[config.mk]
export PLATFORM = sky130hd
export DESIGN_NAME = mru_page_replacement
export DESIGN_NICKNAME = d
export VERILOG_FILES = /design/src/hw/rtl/mrupr_pkg.sv /design/src/hw/rtl/mrupr_frame_store.sv /design/src/hw/rtl/mrupr_seq.sv /design/src/hw/rtl/mru_page_replacement.sv
export SDC_FILE = /design/constraint.sdc
export NUM_CORES = 1
export LEC_CHECK = 0
export ABC_CLOCK_PERIOD_IN_PS = 4700
export BUFFER_PORTS_ARGS = -buffer_cell sky130_fd_sc_hd__buf_2
export CELL_PAD_IN_SITES_DETAIL_PLACEMENT = 1
export CELL_PAD_IN_SITES_GLOBAL_PLACEMENT = 1
export CORE_ASPECT_RATIO = 0.8
export CORE_MARGIN = 2
export CORE_UTILIZATION = 52
export DETAILED_ROUTE_END_ITERATION = 6
export PLACE_DENSITY_LB_ADDON = 0.25
export SETUP_SLACK_MARGIN = 0.3
export SLEW_MARGIN = 20
export SYNTH_ARGS = -nofsm -noshare
export SYNTH_HDL_FRONTEND = slang
export SYNTH_SLANG_ARGS = --single-unit
[constraint.sdc]
create_clock -name clk -period 4.7 [get_ports clk]
set_input_delay 0.94 -clock clk [delete_from_list [all_inputs] [get_ports clk]]
set_output_delay 0.94 -clock clk [all_outputs]
set_load 0.05 [all_outputs]
[src/hw/rtl/mrupr_pkg.sv]
// Shared types and constants for the MRU page replacement block.
package mrupr_pkg;

  // Build-time defaults
  localparam int FRAMES_DEF    = 16;
  localparam int PAGE_BITS_DEF = 16;

  // Fixed field widths
  localparam int CFG_BITS   = 5;
  localparam int SLOT_BITS  = 4;
  localparam int COUNT_BITS = 32;

  // Frame count after reset
  localparam logic [CFG_BITS-1:0] FRAME_COUNT_RESET = CFG_BITS'(4);

  // Saturation value of the fault counter
  localparam logic [COUNT_BITS-1:0] COUNT_MAX = '1;

  // Sequencer states
  typedef enum logic [1:0] {
    ST_IDLE,
    ST_SCAN,
    ST_FINISH
  } seq_state_t;

endpackage

[src/hw/rtl/mrupr_frame_store.sv]
// Frame page memory with registered read and per-frame valid bits.
module mrupr_frame_store #(
  parameter int FRAMES    = 16,
  parameter int PAGE_BITS = 16,
  parameter int IDX_W     = 4
) (
  input  logic                 clk,
  input  logic                 rst,
  input  logic [IDX_W-1:0]     rd_addr,
  output logic [PAGE_BITS-1:0] rd_data,
  input  logic                 wr_en,
  input  logic [IDX_W-1:0]     wr_addr,
  input  logic [PAGE_BITS-1:0] wr_data,
  output logic [FRAMES-1:0]    valid_bits
);
  import mrupr_pkg::*;

  logic [PAGE_BITS-1:0] mem [FRAMES];

  // Write one frame, read one frame every cycle
  always_ff @(posedge clk) begin
    if (wr_en) begin
      mem[wr_addr] <= wr_data;
    end
    rd_data <= mem[rd_addr];
  end

  // Mark a frame occupied once written; reset empties all frames
  always_ff @(posedge clk) begin
    if (rst) begin
      valid_bits <= '0;
    end else if (wr_en) begin
      valid_bits[wr_addr] <= 1'b1;
    end
  end

endmodule

[src/hw/rtl/mrupr_seq.sv]
// Scan sequencer: walks the frames through one compare unit and applies the update.
module mrupr_seq #(
  parameter int FRAMES    = 16,
  parameter int PAGE_BITS = 16,
  parameter int IDX_W     = 4,
  parameter int CNT_W     = 5
) (
  input  logic                           clk,
  input  logic                           rst,
  input  logic                           start,
  input  logic [PAGE_BITS-1:0]           page,
  input  logic [CNT_W-1:0]               n,
  output logic                           busy,
  output logic [IDX_W-1:0]               rd_addr,
  input  logic [PAGE_BITS-1:0]           rd_data,
  input  logic [FRAMES-1:0]              valid_bits,
  output logic                           wr_en,
  output logic [IDX_W-1:0]               wr_addr,
  output logic [PAGE_BITS-1:0]           wr_data,
  output logic                           done,
  output logic                           fault,
  output logic [mrupr_pkg::SLOT_BITS-1:0] slot,
  output logic                           evicted_valid,
  output logic [PAGE_BITS-1:0]           evicted_page,
  output logic [mrupr_pkg::COUNT_BITS-1:0] fault_total
);
  import mrupr_pkg::*;

  seq_state_t state, state_next;

  // Captured reference
  logic [PAGE_BITS-1:0] page_q;
  logic [CNT_W-1:0]     n_q;
  logic [IDX_W-1:0]     victim_q;

  // Scan pointer and compare stage
  logic [CNT_W-1:0]     issue_idx;
  logic                 chk_vld;
  logic [IDX_W-1:0]     chk_idx;
  logic                 chk_fv;

  // Scan findings
  logic                 hit_q;
  logic [IDX_W-1:0]     hit_slot;
  logic                 have_empty;
  logic [IDX_W-1:0]     empty_slot;
  logic [PAGE_BITS-1:0] ev_cap;

  // Persistent state
  logic [IDX_W-1:0]      last_slot;
  logic [COUNT_BITS-1:0] fault_counter;
  logic [COUNT_BITS-1:0] fault_counter_next;

  logic                  issue_ok;
  logic                  issue_fv;
  logic                  issue_go;
  logic                  hit_now;
  logic                  scan_end;
  logic [IDX_W-1:0]      fin_slot;
  logic [IDX_W-1:0]      n_last;
  logic [SLOT_BITS+IDX_W-1:0] slot_ext;

  // Scan control and the shared compare
  always_comb begin
    issue_ok = (issue_idx != n_q);
    issue_fv = valid_bits[issue_idx[IDX_W-1:0]];
    hit_now  = chk_vld && chk_fv && (rd_data == page_q);
    issue_go = (state == ST_SCAN) && issue_ok && !hit_now;
    scan_end = hit_now || !issue_ok;
    rd_addr  = issue_idx[IDX_W-1:0];
  end

  // Pick the frame to use and the next fault count
  always_comb begin
    if (hit_q) begin
      fin_slot = hit_slot;
    end else if (have_empty) begin
      fin_slot = empty_slot;
    end else begin
      fin_slot = victim_q;
    end
    if (!hit_q && (fault_counter != COUNT_MAX)) begin
      fault_counter_next = fault_counter + COUNT_BITS'(1);
    end else begin
      fault_counter_next = fault_counter;
    end
    wr_en    = (state == ST_FINISH) && !hit_q;
    wr_addr  = fin_slot;
    wr_data  = page_q;
    n_last   = IDX_W'(n - CNT_W'(1));
    slot_ext = (SLOT_BITS + IDX_W)'(fin_slot);
  end

  // Next state
  always_comb begin
    state_next = state;
    case (state)
      ST_IDLE: begin
        if (start) begin
          state_next = ST_SCAN;
        end
      end
      ST_SCAN: begin
        if (scan_end) begin
          state_next = ST_FINISH;
        end
      end
      ST_FINISH: begin
        state_next = ST_IDLE;
      end
      default: begin
        state_next = ST_IDLE;
      end
    endcase
  end

  assign busy = (state != ST_IDLE);

  // State register
  always_ff @(posedge clk) begin
    if (rst) begin
      state <= ST_IDLE;
    end else begin
      state <= state_next;
    end
  end

  // Capture the reference and advance the scan
  always_ff @(posedge clk) begin
    if (rst) begin
      chk_vld <= 1'b0;
    end else if (state == ST_IDLE) begin
      chk_vld <= 1'b0;
      if (start) begin
        page_q     <= page;
        n_q        <= n;
        issue_idx  <= '0;
        hit_q      <= 1'b0;
        have_empty <= 1'b0;
        if (CNT_W'(last_slot) < n) begin
          victim_q <= last_slot;
        end else begin
          victim_q <= n_last;
        end
      end
    end else if (state == ST_SCAN) begin
      chk_vld <= issue_go;
      chk_idx <= issue_idx[IDX_W-1:0];
      chk_fv  <= issue_fv;
      if (issue_go) begin
        issue_idx <= issue_idx + CNT_W'(1);
        if (!issue_fv && !have_empty) begin
          have_empty <= 1'b1;
          empty_slot <= issue_idx[IDX_W-1:0];
        end
      end
      if (hit_now) begin
        hit_q    <= 1'b1;
        hit_slot <= chk_idx;
      end
      if (chk_vld && (chk_idx == victim_q)) begin
        ev_cap <= rd_data;
      end
    end else begin
      chk_vld <= 1'b0;
    end
  end

  // Commit the update, register the result and raise done for one cycle
  always_ff @(posedge clk) begin
    if (rst) begin
      done          <= 1'b0;
      last_slot     <= '0;
      fault_counter <= '0;
    end else begin
      done <= (state == ST_FINISH);
      if (state == ST_FINISH) begin
        last_slot     <= fin_slot;
        fault_counter <= fault_counter_next;
        fault         <= !hit_q;
        slot          <= slot_ext[SLOT_BITS-1:0];
        evicted_valid <= !hit_q && !have_empty;
        evicted_page  <= (!hit_q && !have_empty) ? ev_cap : '0;
        fault_total   <= fault_counter_next;
      end
    end
  end

endmodule

[src/hw/rtl/mru_page_replacement.sv]
// Top level of the MRU page replacement block: config register and frame scan.
//
// Usage: drive page and raise start; the reference is taken at an edge where
// start is high and busy is low. busy then stays high while the block scans
// the frames in use, one frame per cycle through a single page comparator fed
// by the frame memory's registered read port.
// Scan: a reference that misses reads all n frames in use, while a hit ends
// the scan at the matching frame. On a miss the chosen frame is written in
// the finish state, from which the result is registered. The next start is
// taken in the result cycle.
// Result: done is high for exactly one cycle with fault, slot, evicted_valid,
// evicted_page and fault_total; the receiver cannot stall it, so it must take
// the beat in that cycle.
// Configuration: the user writes frame_count on the cfg channel (always ready)
// only while the block is idle; the block does not enforce this. Zero acts as
// one frame, values above the built frame count act as the built count.
// Reset: synchronous; all frames empty, MRU frame zero, fault counter zero,
// frame_count four.
module mru_page_replacement #(
  parameter int FRAMES    = mrupr_pkg::FRAMES_DEF,
  parameter int PAGE_BITS = mrupr_pkg::PAGE_BITS_DEF
) (
  input  logic                             clk,
  input  logic                             rst,
  input  logic                             start,
  output logic                             busy,
  input  logic [PAGE_BITS-1:0]             page,
  input  logic                             cfg_valid,
  output logic                             cfg_ready,
  input  logic [mrupr_pkg::CFG_BITS-1:0]   cfg_data,
  output logic                             done,
  output logic                             fault,
  output logic [mrupr_pkg::SLOT_BITS-1:0]  slot,
  output logic                             evicted_valid,
  output logic [PAGE_BITS-1:0]             evicted_page,
  output logic [mrupr_pkg::COUNT_BITS-1:0] fault_total
);
  import mrupr_pkg::*;

  localparam int IDX_W = (FRAMES > 1) ? $clog2(FRAMES) : 1;
  localparam int CNT_W = $clog2(FRAMES + 1);

  logic [CFG_BITS-1:0]  frame_count;
  logic [CNT_W-1:0]     n_active;
  logic [IDX_W-1:0]     rd_addr;
  logic [PAGE_BITS-1:0] rd_data;
  logic                 wr_en;
  logic [IDX_W-1:0]     wr_addr;
  logic [PAGE_BITS-1:0] wr_data;
  logic [FRAMES-1:0]    valid_bits;

  assign cfg_ready = 1'b1;

  // Hold the frame count register
  always_ff @(posedge clk) begin
    if (rst) begin
      frame_count <= FRAME_COUNT_RESET;
    end else if (cfg_valid && cfg_ready) begin
      frame_count <= cfg_data;
    end
  end

  // Clamp the frame count to the range that is built
  always_comb begin
    if (frame_count == '0) begin
      n_active = CNT_W'(1);
    end else if (32'(frame_count) > FRAMES) begin
      n_active = CNT_W'(FRAMES);
    end else begin
      n_active = CNT_W'(frame_count);
    end
  end

  mrupr_frame_store #(
    .FRAMES    (FRAMES),
    .PAGE_BITS (PAGE_BITS),
    .IDX_W     (IDX_W)
  ) u_store (
    .clk        (clk),
    .rst        (rst),
    .rd_addr    (rd_addr),
    .rd_data    (rd_data),
    .wr_en      (wr_en),
    .wr_addr    (wr_addr),
    .wr_data    (wr_data),
    .valid_bits (valid_bits)
  );

  mrupr_seq #(
    .FRAMES    (FRAMES),
    .PAGE_BITS (PAGE_BITS),
    .IDX_W     (IDX_W),
    .CNT_W     (CNT_W)
  ) u_seq (
    .clk           (clk),
    .rst           (rst),
    .start         (start),
    .page          (page),
    .n             (n_active),
    .busy          (busy),
    .rd_addr       (rd_addr),
    .rd_data       (rd_data),
    .valid_bits    (valid_bits),
    .wr_en         (wr_en),
    .wr_addr       (wr_addr),
    .wr_data       (wr_data),
    .done          (done),
    .fault         (fault),
    .slot          (slot),
    .evicted_valid (evicted_valid),
    .evicted_page  (evicted_page),
    .fault_total   (fault_total)
  );

endmodule

==> summary.txt, run 1 <==
Clocking
  • Total CTS buffers: 43
  • Clock slew at reported path FFs: 0.06 ns
  • Hold_buf cts: 0
  • Clk root buf: clkbuf_16
  • Setup repair bufs after CTS: 0
  • CTS Sinks: about 450
  • H-tree depth: 2
  • CTS max path bufs: 3
  • Worst-Skew Late Latency: ~0.57 ns
  • Post-cts repair resize count: 0
  • CTS tree: built

Critical path
  • Critical Path RT: around 5.0 ns
  • Startpoint types: register
  • CP Data Arrival Time: between 3 and 4 ns
  • Crit end category: register
  • Crit Path Class: reg2reg
  • Maximum fanout along the worst path: 15
  • Worst reg2reg path depth: 6

Yosys
  • Netlist cell types: 54
  • Post-synth top cells: edfxtp_1, dfxtp_1, mux2i_1, nor2_1, nand2_1
  • Area contributors post-synth: edfxtp_1, dfxtp_1, mux2i_1
  • Sequential-to-total area share from yosys stat: slightly above 70%
  • Seq cells post-synth: 448
  • Fraction of registers with async set/reset: 0%
  • Post-Synthesis Cell Area: roughly 18000 um^2
  • Syn_area_per_cell: 15.19 um^2
  • Post-synth top area cell: edfxtp_1
  • Syn Inst Count: ~1.2k
  • Post-synth EDFFs: around 370
  • Primary FF master, synth: edfxtp_1
  • Count leader, synth: edfxtp_1
  • Synthesis Warnings: 0
  • Syn nets: 1200
  • Post-synth top area share: a little over three fifths

Floorplanning
  • Chip width: ~210 um
  • Starting Density: a little over half
  • Area of the die: between 30000 and 40000 um^2
  • Core Region: between 30000 and 40000 um^2
  • IO Pins: just over 80
  • FP Rows: 60
  • Die height: around 170 um

Worst hold path
  • Cell count of the worst hold path: 0
  • Worst hold path type: reg2reg

Placed design
  • IO buf count: 80
  • Post-Place Cell Area: 18730 um^2
  • Gpl congestion: 0.7905
  • Detail Placement HPWL: about 27 mm
  • Post-Place Cells: 1652

Route
  • Drt first pass iters: 5
  • WL final: about 44 mm
  • Post-DR vias/cell: between 6 and 7
  • DR iter-0 viols: between 800 and 900
  • Routed via count: between 10k and 15k
  • Avg WL per Cell: 25.37 um
  • Post-route ant nets: 0
  • DRC violations left: 0

STA
  • Min Tclk post-route: approximately 3.0 ns
  • Final hold vios: 0
  • Tightest Pin Transition: roughly 1.1 ns
  • Unrepaired setup endpoints after global routing: false
  • Worst slew margin: approximately 29%
  • Setup TNS: 0 ns
  • Final worst clock skew: ~0.023 ns
  • Fin Hold WS: ~0.45 ns
  • Fmax: 329.1 MHz
  • Post-route clock period utilization: approximately 65%
  • Setup violations, final: 0
  • Slew Viols, Final: 0

Outcome
  • Outcome: finished, final reports clean

Global route
  • Met2 Use GR: ~41%
  • First-pass GRT wire length: 67.15 mm
  • Total track usage: roughly a quarter
  • Most Crowded Layer GR: met2
  • Met1 Use GR: around 36%
  • Initial antenna violation count: 0
  • Largest net degree at the start of global routing: 78
  • Vias in the first global route: 11.03k
  • Met3 usage: about 4.6%
  • Final global-route overflow total: 0

Power and ir drop
  • P_leak: approximately 7 nW
  • Pwr dens: around 430 nW/um^2
  • Max IR drop VDD: about 240 uV
  • Final Power: between 8 and 9 mW

Layout
  • Layout cells sized above 1: about 17%
  • Final #Nets: 1294
  • Final non-filler cell total: ~1.7k
  • P&R area growth vs syn: 13.90%
  • Design area: between 20000 and 25000 um^2

Job
  • Max-Cap Viols: 0
## through the flow
stage | utilization (%) | setup slack [ns]
after floorplan | - | 0.4037
after global placement | 55.69 | 1.723
after detailed placement | 55.69 | 1.594
after CTS | 60.09 | 1.677
after global routing | 60.16 | 1.482
final | 60.17 | 1.661
## layout make-up
type,count,area [um^2]
fill,3095,13400
inverter,17,63.81
tap,434,543.0
clock inverter,20,261.5
timing repair buffer,111,653.1
antenna,1,2.502
sequential,448,12680
clock buffer,59,1217
multi-input combinational,643,4813
## power by group
| part | switching [mW] | leakage (nW) | total [mW] | internal [mW] |
|---|---|---|---|---|
| clock network | 1.49 | 0.725 | 3.64 | 2.15 |
| registers | 0.110 | 3.99 | 4.47 | 4.36 |
| logic | 0.323 | 2.13 | 0.530 | 0.207 |
## layer usage
metal	wire length (um)	up-vias	part of all wire, %
met3	2939	49	6.7
met5	0	-	0
met4	686	0	1.6
met1	19440	5394	44
met2	20890	370	48
li1	-	4699	-
## cell usage in the layout (no fill, tap or decap), types with 3 or more instances in the layout
cell       count
o21ai_0       33
nand2b_1       6
or3_1         17
edfxtp_1     371
nand4_1       19
bufinv_16      6
a22oi_1       17
o21a_1         3
nand2_1       70
dfxtp_1       77
nor2b_1       10
ha_1           5
nor2_1        73
and2_1        20
nor3_1         6
o21ai_1        4
mux2_2         7
mux4_2        34
xor2_1        14
mux2_1         3
or4_1         11
nand3_1       23
a221oi_1      34
a21oi_1       53
clkbuf_16     44
and4_1         3
xnor2_1       46
o31ai_1       12
clkbuf_1       9
buf_4         29
clkinv_1       7
nor4_1         6
inv_1         15
clkinv_2       5
clkbuf_8       6
and3_1        10
mux2i_1       77
buf_2         80
## worst max-delay path, stage by stage, from the launching register on
cell and delay (ns):
dfxtp_1 0.42, nor2b_1 0.38, nand2_1 0.42, nor2_1 0.24, nand2_1 0.16, nor2_1 0.73
buf_4 0.36
## cells by family (layout without fill, tap and decap cells)
family          count (synthesis)  count (layout)  share of synthesized area [%]
compound gates                170             170                          6.211
xor+xnor                       60              60                          2.958
fa+ha+maj                       5               5                         0.3521
buf+inv                        79             207                          1.732
flops                         448             448                          71.38
mux                           121             121                          9.282
other cells                     1               2                        0.02111
simple gates                  286             286                          8.063
## registers in the layout, indices dropped and copies added, names as in the netlist, 5 cells and up
name / flops
frame_count: 5
u_seq.ev_cap: 16
u_seq.evicted_page: 16
u_seq.fault_counter: 32
u_seq.fault_total: 32
u_seq.issue_idx: 5
u_seq.n_q: 5
u_seq.wr_data: 16
u_store.mem: 256
u_store.rd_data: 16
u_store.valid_bits: 16
## final timing paths
check	slack [ns]	start	end
setup reg to reg	1.66	u_seq.state[1]$_SDFFE_PP0P_	u_store.mem[5][5]$_DFFE_PP_
hold / removal	0.45	u_store.rd_data[14]$_DFF_P_	u_seq.ev_cap[14]$_DFFE_PP_
hold reg to reg	0.45	u_store.rd_data[14]$_DFF_P_	u_seq.ev_cap[14]$_DFFE_PP_
setup / recovery	1.66	u_seq.state[1]$_SDFFE_PP0P_	u_store.mem[5][5]$_DFFE_PP_
Note: power is estimated with default switching activity, not from simulation.
==> run 2, diff against run 1 <==
--- a/config.mk
+++ b/config.mk
@@ -5,13 +5,14 @@
 export SDC_FILE = /design/constraint.sdc
 export NUM_CORES = 1
 export LEC_CHECK = 0
-export ABC_CLOCK_PERIOD_IN_PS = 4700
+export ABC_AREA = 1
+export ABC_CLOCK_PERIOD_IN_PS = 2760
 export BUFFER_PORTS_ARGS = -buffer_cell sky130_fd_sc_hd__buf_2
 export CELL_PAD_IN_SITES_DETAIL_PLACEMENT = 1
 export CELL_PAD_IN_SITES_GLOBAL_PLACEMENT = 1
 export CORE_ASPECT_RATIO = 0.8
 export CORE_MARGIN = 2
-export CORE_UTILIZATION = 52
+export CORE_UTILIZATION = 44
 export DETAILED_ROUTE_END_ITERATION = 6
 export PLACE_DENSITY_LB_ADDON = 0.25
 export SETUP_SLACK_MARGIN = 0.3
==> constraint.sdc (replaced) <==
create_clock -name clk -period 2.76 [get_ports clk]
set_input_delay 0.552 -clock clk [delete_from_list [all_inputs] [get_ports clk]]
set_output_delay 0.552 -clock clk [all_outputs]
set_load 0.05 [all_outputs]
==> run 2 against run 1 <==
Count of clock-buffer cells in the layout is the same. First-iteration DRC count grew 75%. Cell count grew 46%. Maximum frequency grew 30%. Die area grew 25%. Sequential cell count is the same. Cell area grew 6.6%. Total power grew 72%. Non-clock buffer count grew 29. Worst setup slack lost 1.2 ns. Sequential share of layout area shrank 3.9 points. Worst hold slack lost 0.30 ns.
==> summary.txt, run 2 <==
Layout
  • Final #Nets: 1972 (was 1294)
  • Top Registers: u_store.mem (256), u_seq.fault_counter (32), u_seq.fault_total (32) (unchanged)
  • Most frequent cells in the layout: nand2_1, edfxtp_1, nor2_1, inv_1, o21ai_0 (was edfxtp_1, buf_2, mux2i_1, dfxtp_1, nor2_1)
  • Max reg flops: 256 (unchanged)
  • P&R area growth vs syn: 14.52% (was 13.90%)
  • Layout cells sized above 1: 13.19% (was 17.49%)
  • Fill cells: 4593 (was 3095)
  • Reg with most FFs: u_store.mem (unchanged)
  • Most common cell after layout, fill and taps aside: nand2_1 (was edfxtp_1)
  • Ant. Diodes: 0 (was 1)

Yosys
  • Post-Synth Adder-Cell Area: 0.3321% (was 0.3521%)
  • Sequential-to-total area share from yosys stat: 67.33% (was 71.38%)
  • Post-synth top area cell: edfxtp_1 (unchanged)
  • Post-Synthesis Cell Area: 18840 um^2 (was 17770 um^2)
  • Netlist cell types: 38 (was 54)
  • Syn_area_per_cell: 10.29 um^2 (was 15.19 um^2)
  • Synthesis Warnings: 0 (unchanged)
  • Area contributors post-synth: edfxtp_1, dfxtp_1, nand2_1 (was edfxtp_1, dfxtp_1, mux2i_1)
  • Syn nets: 1860 (was 1200)
  • Largest family of logic cells by synthesized area: simple AND/OR/NAND/NOR gates (was multiplexers)
  • Post-synth top cells: nand2_1, edfxtp_1, nor2_1, inv_1, o21ai_0 (was edfxtp_1, dfxtp_1, mux2i_1, nor2_1, nand2_1)
  • Mux cell area share after synthesis: 0% (was 9.282%)
  • Syn Inst Count: 1830 (was 1170)
  • Count leader, synth: nand2_1 (was edfxtp_1)
  • Synth Area in Simple Gates: 18.33% (was 8.063%)
  • Primary FF master, synth: edfxtp_1 (unchanged)
  • Fraction of registers with async set/reset: 0% (unchanged)
  • Synth Area in Compound Gates: 7.433% (was 6.211%)
  • Post-synth EDFFs: 371 (unchanged)
  • Seq cells post-synth: 448 (unchanged)
  • Synth Area in XOR/XNOR: 1.116% (was 2.958%)
  • Post-synth top area share: 59.15% (was 62.70%)

STA
  • Final worst clock skew: 0.02591 ns (was 0.02266 ns)
  • Fin Hold WS: 0.1529 ns (was 0.4535 ns)
  • Final hold vios: 0 (unchanged)
  • Fmax: 428.4 MHz (was 329.1 MHz)
  • Post-route clock period utilization: 84.57% (was 64.65%)
  • Tightest Pin Transition: 0.7127 ns (was 1.065 ns)
  • Setup violations, final: 0 (unchanged)
  • Slew Viols, Final: 0 (unchanged)
  • Worst slew margin: 52.49% (was 28.81%)
  • Unrepaired setup endpoints after global routing: true (was false)
  • Setup TNS: 0 ns (unchanged)
  • Min Tclk post-route: 2.334 ns (was 3.039 ns)

Critical path
  • Startpoint types: register (unchanged)
  • Critical path's top delay family: compound AO/OA/AOI/OAI gates (was simple AND/OR/NAND/NOR gates)
  • Worst R2R Setup Slack: 0.43 ns (was 1.66 ns)
  • Crit path launch: u_seq.issue_idx[0]$_SDFFCE_PP0P_ (was u_seq.state[1]$_SDFFE_PP0P_)
  • CP Data Arrival Time: 2.71 ns (was 3.29 ns)
  • Crit end category: register (unchanged)
  • Worst path depth: 6 (unchanged)
  • R2R Path End: u_store.rd_data[15]$_DFF_P_ (was u_store.mem[5][5]$_DFFE_PP_)
  • Most frequent CP cell: nor2_1
  • Worst reg2reg path depth: 6 (unchanged)
  • Maximum fanout along the worst path: 33 (was 15)
  • CP bufs+invs: 2 (was 1)
  • CP Cell Sequence: clkinv_2, buf_12, nor2_1, nor2_1, o31ai_1, o22ai_1 (was nor2b_1, nand2_1, nor2_1, nand2_1, nor2_1, buf_4)
  • Crit Path Class: reg2reg (unchanged)
  • Critical Path RT: 3.14 ns (was 4.95 ns)
  • Reg2reg start: u_seq.issue_idx[0]$_SDFFCE_PP0P_ (was u_seq.state[1]$_SDFFE_PP0P_)
  • Slowest stage cell, crit path: o31ai_1 (was nor2_1)
  • Critical Path Sink: u_store.rd_data[15]$_DFF_P_ (was u_store.mem[5][5]$_DFFE_PP_)
  • CP max stage delay: 0.58 ns (was 0.73 ns)

Clocking
  • Worst-Skew Late Latency: 0.58 ns (was 0.57 ns)
  • CTS tree: built (unchanged)
  • Clk root buf: clkbuf_16 (unchanged)
  • CTS Sinks: 448 (unchanged)
  • Hold_buf cts: 0 (unchanged)
  • Total CTS buffers: 46 (was 43)
  • Clock slew at reported path FFs: 0.06 ns (about the same)
  • H-tree depth: 2 (unchanged)
  • CTS max path bufs: 3 (unchanged)

Placed design
  • IO buf count: 80 (unchanged)
  • Detail Placement HPWL: 37.12 mm (was 26.87 mm)
  • Gpl congestion: 0.8533 (was 0.7905)

Global route
  • Final global-route overflow total: 0 (unchanged)
  • Largest net degree at the start of global routing: 63 (was 78)
  • Initial antenna violation count: 0 (unchanged)
  • Vias in the first global route: 14.11k (was 11.03k)
  • First-pass GRT wire length: 85.27 mm (was 67.15 mm)
  • Total track usage: 25.27% (was 25.13%)

Route
  • WL final: 56.05 mm (was 43.96 mm)
  • Metal-1 WL: 26.76 mm (was 19.44 mm)
  • Post-DR vias/cell: 5.484 (was 6.066)
  • Avg WL per Cell: 22.14 um (was 25.37 um)
  • DR iter-0 viols: 1468 (was 839)
  • Met2 WL: 24.06 mm (was 20.89 mm)
  • Met3 Wirelength: 4.270 mm (was 2.939 mm)
  • Drt first pass iters: 5 (unchanged)
  • Routed via count: 13.88k (was 10.51k)
  • Post-route ant nets: 0 (unchanged)
  • DRC violations left: 0 (unchanged)
  • DR top layer: met4 (unchanged)

Floorplanning
  • Starting Density: 44.76% (was 52.83%)
  • Die height: 189.1 um (was 169.3 um)
  • Area of the die: 44490 um^2 (was 35670 um^2)
  • FP Rows: 67 (was 60)
  • Chip width: 235.3 um (was 210.7 um)
  • Core Region: 42080 um^2 (was 33630 um^2)
  • IO Pins: 82 (unchanged)

Power and ir drop
  • Pwr dens: 687.7 nW/um^2 (was 427.0 nW/um^2)
  • Max IR drop VDD: 462.9 uV (was 238.9 uV)
  • P_leak: 8.291 nW (was 6.849 nW)

Outcome
  • Outcome: finished, final reports clean (unchanged)

Job
  • Max-Cap Viols: 0 (unchanged)

Worst hold path
  • Worst hold path type: in2reg (was reg2reg)
-- run 2: cell count changes after synthesis, moves of 17 or more --
cell,delta
xnor2_1,-37
nand3_1,+70
mux2i_1,-77
mux4_2,-34
a22oi_1,-17
nand2_2,+32
nor2_1,+223
a221oi_1,-34
or3_1,-17
nand2_1,+329
o21ai_0,+83
o22ai_1,+24
inv_1,+152
and2_1,-20
-- run 2: metal layers --
metal	global-route usage, %	vias up
met5	0	-
met3	4.024	75
met1	38.82	7003
li1	-	6364
met2	37.67	437
met4	5.781	0
-- run 2: area by class of cell --
class,count,area [um^2],share of cell area (%)
tap,552,690.7,3.202
clock buffer,59,1230,5.702
multi-input combinational,1129,5174,23.98
sequential,448,12680,58.79
inverter,177,678.2,3.144
clock inverter,26,173.9,0.8063
timing repair buffer,140,942.2,4.368
-- run 2: cell families (layout without fill, tap and decap cells) --
group / count (synthesis) / after routing
xor gates and xnor gates: 24 / 24
buffers and inverters: 253 / 402
other: 1 / 1
and+or+nand+nor: 847 / 847
AOI/OAI and AO/OA: 252 / 252
DFF: 448 / 448
adders and majority gates: 5 / 5
-- run 2: report_power, final --
| group | internal (mW) | total (mW) | switching [mW] |
|---|---|---|---|
| logic | 0.379 | 1.33 | 0.956 |
| registers | 7.44 | 7.58 | 0.145 |
| clock network | 3.26 | 5.92 | 2.66 |
-- run 2: worst register-to-register path, stage by stage, from the launching register on --
cell	delay [ns]
edfxtp_1	0.42
clkinv_2	0.36
buf_12	0.32
nor2_1	0.11
nor2_1	0.06
o31ai_1	0.58
o22ai_1	0.27
-- run 2: worst min-delay path by stage --
stage | end | depth (start not counted) | from | slack (ns)
after detailed placement | u_seq.ev_cap[15]$_DFFE_PP_ | 0 | u_store.rd_data[15]$_DFF_P_ | 0.45
after global routing | u_seq.wr_data[3]$_DFFE_PP_ | 1 | page[3] | 0.13
after floorplan | u_seq.ev_cap[2]$_DFFE_PP_ | 0 | u_store.rd_data[2]$_DFF_P_ | 0.41
after global placement | u_store.valid_bits[7]$_SDFFE_PP0P_ | 2 | u_store.valid_bits[7]$_SDFFE_PP0P_ | 0.44
final | u_seq.wr_data[5]$_DFFE_PP_ | 1 | page[5] | 0.15
after CTS | u_seq.wr_data[14]$_DFFE_PP_ | 1 | page[14] | 0.13
-- run 2: timing repair --
action | 4_1_cts | 5_1_grt
resized for setup | 0 | 9
endpoints found under the hold margin | 0 | 0
setup endpoints to repair | 0 | 195
buffers inserted | 0 | 0
-- run 2: per-stage QoR --
step	cells	setup WS (ns)	util (%)	area (um^2)	power (mW)
6_report	2531	0.4258	51.26	21570	14.83
4_1_cts	2531	0.3870	51.21	21550	14.92
2_1_floorplan	1830	0.1651	-	18850	8.466
3_3_place_gp	2446	0.3911	47.88	20150	8.970
3_5_place_dp	2446	0.3757	47.88	20150	9.023
5_1_grt	2531	0.2946	51.26	21570	15.32
==> run 3, diff against run 2 <==
--- a/config.mk
+++ b/config.mk
@@ -6,13 +6,13 @@
 export NUM_CORES = 1
 export LEC_CHECK = 0
 export ABC_AREA = 1
-export ABC_CLOCK_PERIOD_IN_PS = 2760
+export ABC_CLOCK_PERIOD_IN_PS = 2400
 export BUFFER_PORTS_ARGS = -buffer_cell sky130_fd_sc_hd__buf_2
 export CELL_PAD_IN_SITES_DETAIL_PLACEMENT = 1
 export CELL_PAD_IN_SITES_GLOBAL_PLACEMENT = 1
 export CORE_ASPECT_RATIO = 0.8
 export CORE_MARGIN = 2
-export CORE_UTILIZATION = 44
+export CORE_UTILIZATION = 49
 export DETAILED_ROUTE_END_ITERATION = 6
 export PLACE_DENSITY_LB_ADDON = 0.25
 export SETUP_SLACK_MARGIN = 0.3
==> constraint.sdc (replaced) <==
create_clock -name clk -period 2.4 [get_ports clk]
set_input_delay 0.48 -clock clk [delete_from_list [all_inputs] [get_ports clk]]
set_output_delay 0.48 -clock clk [all_outputs]
set_load 0.05 [all_outputs]
==> run 3 against run 2 <==
Sequential share of layout area decreased by 1.1 points. First-iteration DRC count decreased by 23%. Register-to-register slack got worse by 0.11 ns. Critical path type unchanged.
==> summary.txt, run 3 (synthesized netlist as in run 2, its figures left out) <==
STA
  • Min Tclk post-route: 2.087 ns (was 2.334 ns)
  • Tightest Pin Transition: 0.7776 ns (was 0.7127 ns)
  • Final hold vios: 0 (unchanged)
  • Slew Viols, Final: 0 (unchanged)
  • Setup violations, final: 0 (unchanged)
  • Setup TNS: 0 ns (unchanged)
  • Post-route clock period utilization: 86.98% (was 84.57%)
  • Worst slew margin: 48.16% (was 52.49%)
  • Final worst clock skew: 0.01380 ns (was 0.02591 ns)
  • Unrepaired setup endpoints after global routing: true (unchanged)
  • Fmax: 479.1 MHz (was 428.4 MHz)

Global route
  • Vias in the first global route: 14.40k (was 14.11k)
  • Initial antenna violation count: 0 (unchanged)
  • Total track usage: 28.38% (was 25.27%)
  • Final global-route overflow total: 0 (unchanged)
  • First-pass GRT wire length: 84.95 mm (was 85.27 mm)
  • Largest net degree at the start of global routing: 73 (was 63)

Route
  • WL final: 57.55 mm (was 56.05 mm)
  • Avg WL per Cell: 23.09 um (was 22.14 um)
  • DRC violations left: 0 (unchanged)
  • DR iter-0 viols: 1132 (was 1468)
  • Post-route ant nets: 0 (unchanged)
  • Routed via count: 14.23k (was 13.88k)
  • Drt first pass iters: 5 (unchanged)
  • Post-DR vias/cell: 5.712 (was 5.484)

Layout
  • Most common cell after layout, fill and taps aside: nand2_1 (unchanged)
  • Final non-filler cell total: 2492 (was 2531)
  • Ant. Diodes: 0 (unchanged)
  • Reg with most FFs: u_store.mem (unchanged)
  • Most frequent cells in the layout: nand2_1, edfxtp_1, nor2_1, inv_1, o21ai_0 (unchanged)
  • Fill cells: 4079 (was 4593)
  • Layout cells sized above 1: 15.47% (was 13.19%)
  • Final core occ: 57.80% (was 51.26%)
  • Final #Nets: 1991 (was 1972)
  • Top Registers: u_store.mem (256), u_seq.fault_counter (32), u_seq.fault_total (32) (unchanged)
  • Max reg flops: 256 (unchanged)
  • P&R area growth vs syn: 16.71% (was 14.52%)
  • Design area: 21980 um^2 (was 21570 um^2)

Clocking
  • CTS tree: built (unchanged)
  • Clk root buf: clkbuf_16 (unchanged)
  • Total CTS buffers: 45 (was 46)
  • CTS max path bufs: 3 (unchanged)
  • Hold_buf cts: 0 (unchanged)
  • H-tree depth: 2 (unchanged)
  • Worst-Skew Late Latency: 0.57 ns (was 0.58 ns)
  • CTS Sinks: 448 (unchanged)
  • Clock slew at reported path FFs: 0.06 ns (about the same)

Critical path
  • CP Data Arrival Time: 2.35 ns (was 2.71 ns)
  • CP Cell Sequence: clkbuf_2, o21ai_1, nand3_2, nor2_1, nand2_1, inv_1, buf_12 (was clkinv_2, buf_12, nor2_1, nor2_1, o31ai_1, o22ai_1)
  • Maximum fanout along the worst path: 16 (was 33)
  • Crit end category: register (unchanged)
  • R2R Path End: u_store.mem[9][9]$_DFFE_PP_ (was u_store.rd_data[15]$_DFF_P_)
  • Critical Path RT: 2.66 ns (was 3.14 ns)
  • Crit path launch: u_seq.have_empty$_DFFE_PP_ (was u_seq.issue_idx[0]$_SDFFCE_PP0P_)
  • Worst R2R Setup Slack: 0.31 ns (was 0.43 ns)
  • Reg2reg start: u_seq.have_empty$_DFFE_PP_ (was u_seq.issue_idx[0]$_SDFFCE_PP0P_)
  • Startpoint types: register (unchanged)
  • Critical Path Sink: u_store.mem[9][9]$_DFFE_PP_ (was u_store.rd_data[15]$_DFF_P_)
  • Worst reg2reg path depth: 7 (was 6)
  • Crit Path Class: reg2reg (unchanged)
  • Slowest stage cell, crit path: edfxtp_1 (was o31ai_1)
  • CP max stage delay: 0.43 ns (was 0.58 ns)

Floorplanning
  • IO Pins: 82 (unchanged)
  • Core Region: 38040 um^2 (was 42080 um^2)
  • Die height: 179.4 um (was 189.1 um)
  • Chip width: 223.2 um (was 235.3 um)
  • Area of the die: 40030 um^2 (was 44490 um^2)
  • FP Rows: 64 (was 67)
  • Starting Density: 49.52% (was 44.76%)

Placed design
  • Post-Place Cells: 2396 (was 2446)
  • Gpl congestion: 0.8723 (was 0.8533)
  • Detail Placement HPWL: 36.23 mm (was 37.12 mm)
  • Post-Place Cell Area: 20320 um^2 (was 20150 um^2)
  • IO buf count: 80 (unchanged)

Outcome
  • Outcome: finished, final reports clean (unchanged)

Worst hold path
  • Worst hold path type: in2reg (unchanged)

Power and ir drop
  • P_leak: 8.452 nW (was 8.291 nW)
  • Reg power frac: 51.4% (was 51.1%)
  • Pwr dens: 774.5 nW/um^2 (was 687.7 nW/um^2)
  • Combinational share of power: 9.1% (was 9.0%)
  • Int Power: 12.73 mW (was 11.07 mW)
  • Sw Share: 25.27% (was 25.37%)
  • Clock share of power: 39.5% (was 39.9%)
  • Final Power: 17.03 mW (was 14.83 mW)
  • P_sw: 4.302 mW (was 3.763 mW)
  • Max IR drop VDD: 605.8 uV (was 462.9 uV)

Job
  • Max-Cap Viols: 0 (unchanged)
## run 3: how the worst min path moves through the flow
stage / from / endpoint / slack [ns] / cells past startpoint
global route: page[6] / u_seq.wr_data[6]$_DFFE_PP_ / 0.07 / 1
global placement: u_store.valid_bits[3]$_SDFFE_PP0P_ / u_store.valid_bits[3]$_SDFFE_PP0P_ / 0.44 / 2
CTS: page[6] / u_seq.wr_data[6]$_DFFE_PP_ / 0.06 / 1
floorplan: u_store.rd_data[2]$_DFF_P_ / u_seq.ev_cap[2]$_DFFE_PP_ / 0.41 / 0
finish: page[6] / u_seq.wr_data[6]$_DFFE_PP_ / 0.08 / 1
detailed placement: u_seq.chk_idx[2]$_DFFE_PP_ / u_seq.hit_slot[2]$_DFFE_PP_ / 0.44 / 0
## run 3: critical path: cells and delay by family (launching register included)
| family | cells | cell delay (ns) |
|---|---|---|
| buffers and inverters | 3 | 0.48 |
| AND/OR/NAND/NOR | 3 | 0.55 |
| flip-flops | 1 | 0.43 |
| AO/OA/AOI/OAI | 1 | 0.31 |
## run 3: through the flow
step | hold WS (ns) | setup WS [ns]
6_report | 0.08110 | 0.3126
5_1_grt | 0.06921 | 0.2424
4_1_cts | 0.06497 | 0.2924
3_5_place_dp | 0.4428 | 0.1210
3_3_place_gp | 0.4434 | 0.1962
2_1_floorplan | 0.4082 | -0.1949
## run 3: power by group through the flow
| stage | Sequential, mW | Combinational [mW] | Clock [mW] |
|---|---|---|---|
| finish | 8.76 | 1.55 | 6.72 |
| global route | 8.76 | 1.69 | 7.10 |
| CTS | 8.74 | 1.48 | 6.80 |
| detailed placement | 8.91 | 1.44 | 0 |
| global placement | 8.90 | 1.37 | 0 |
| floorplan | 8.82 | 0.920 | 0 |
## run 3: cell type report
type                            count  area (um^2)  area share, %
Multi-Input combinational cell   1129         5290          24.06
Clock buffer                       61         1266          5.760
Timing Repair Buffer              160         1306          5.942
Sequential cell                   448        12690          57.73
Inverter                          177        680.7          3.096
Tap cell                          495        619.3          2.817
Clock inverter                     22        130.1         0.5919
## run 3: timing repair
action | CTS | global route
setup buffers | 3 | 9
gates cloned | 0 | 1
resized for setup | 15 | 34
setup endpoints to repair | 229 | 318
hold endpoints to repair | 0 | 0
pin swaps | 0 | 5
## run 3: routing by layer
metal,vias up,wire [um],track usage [%]
met3,100,3949,4.256
met4,0,1214,7.047
li1,6414,-,-
met5,-,0,0
met2,533,26790,46.05
met1,7187,25590,40.60
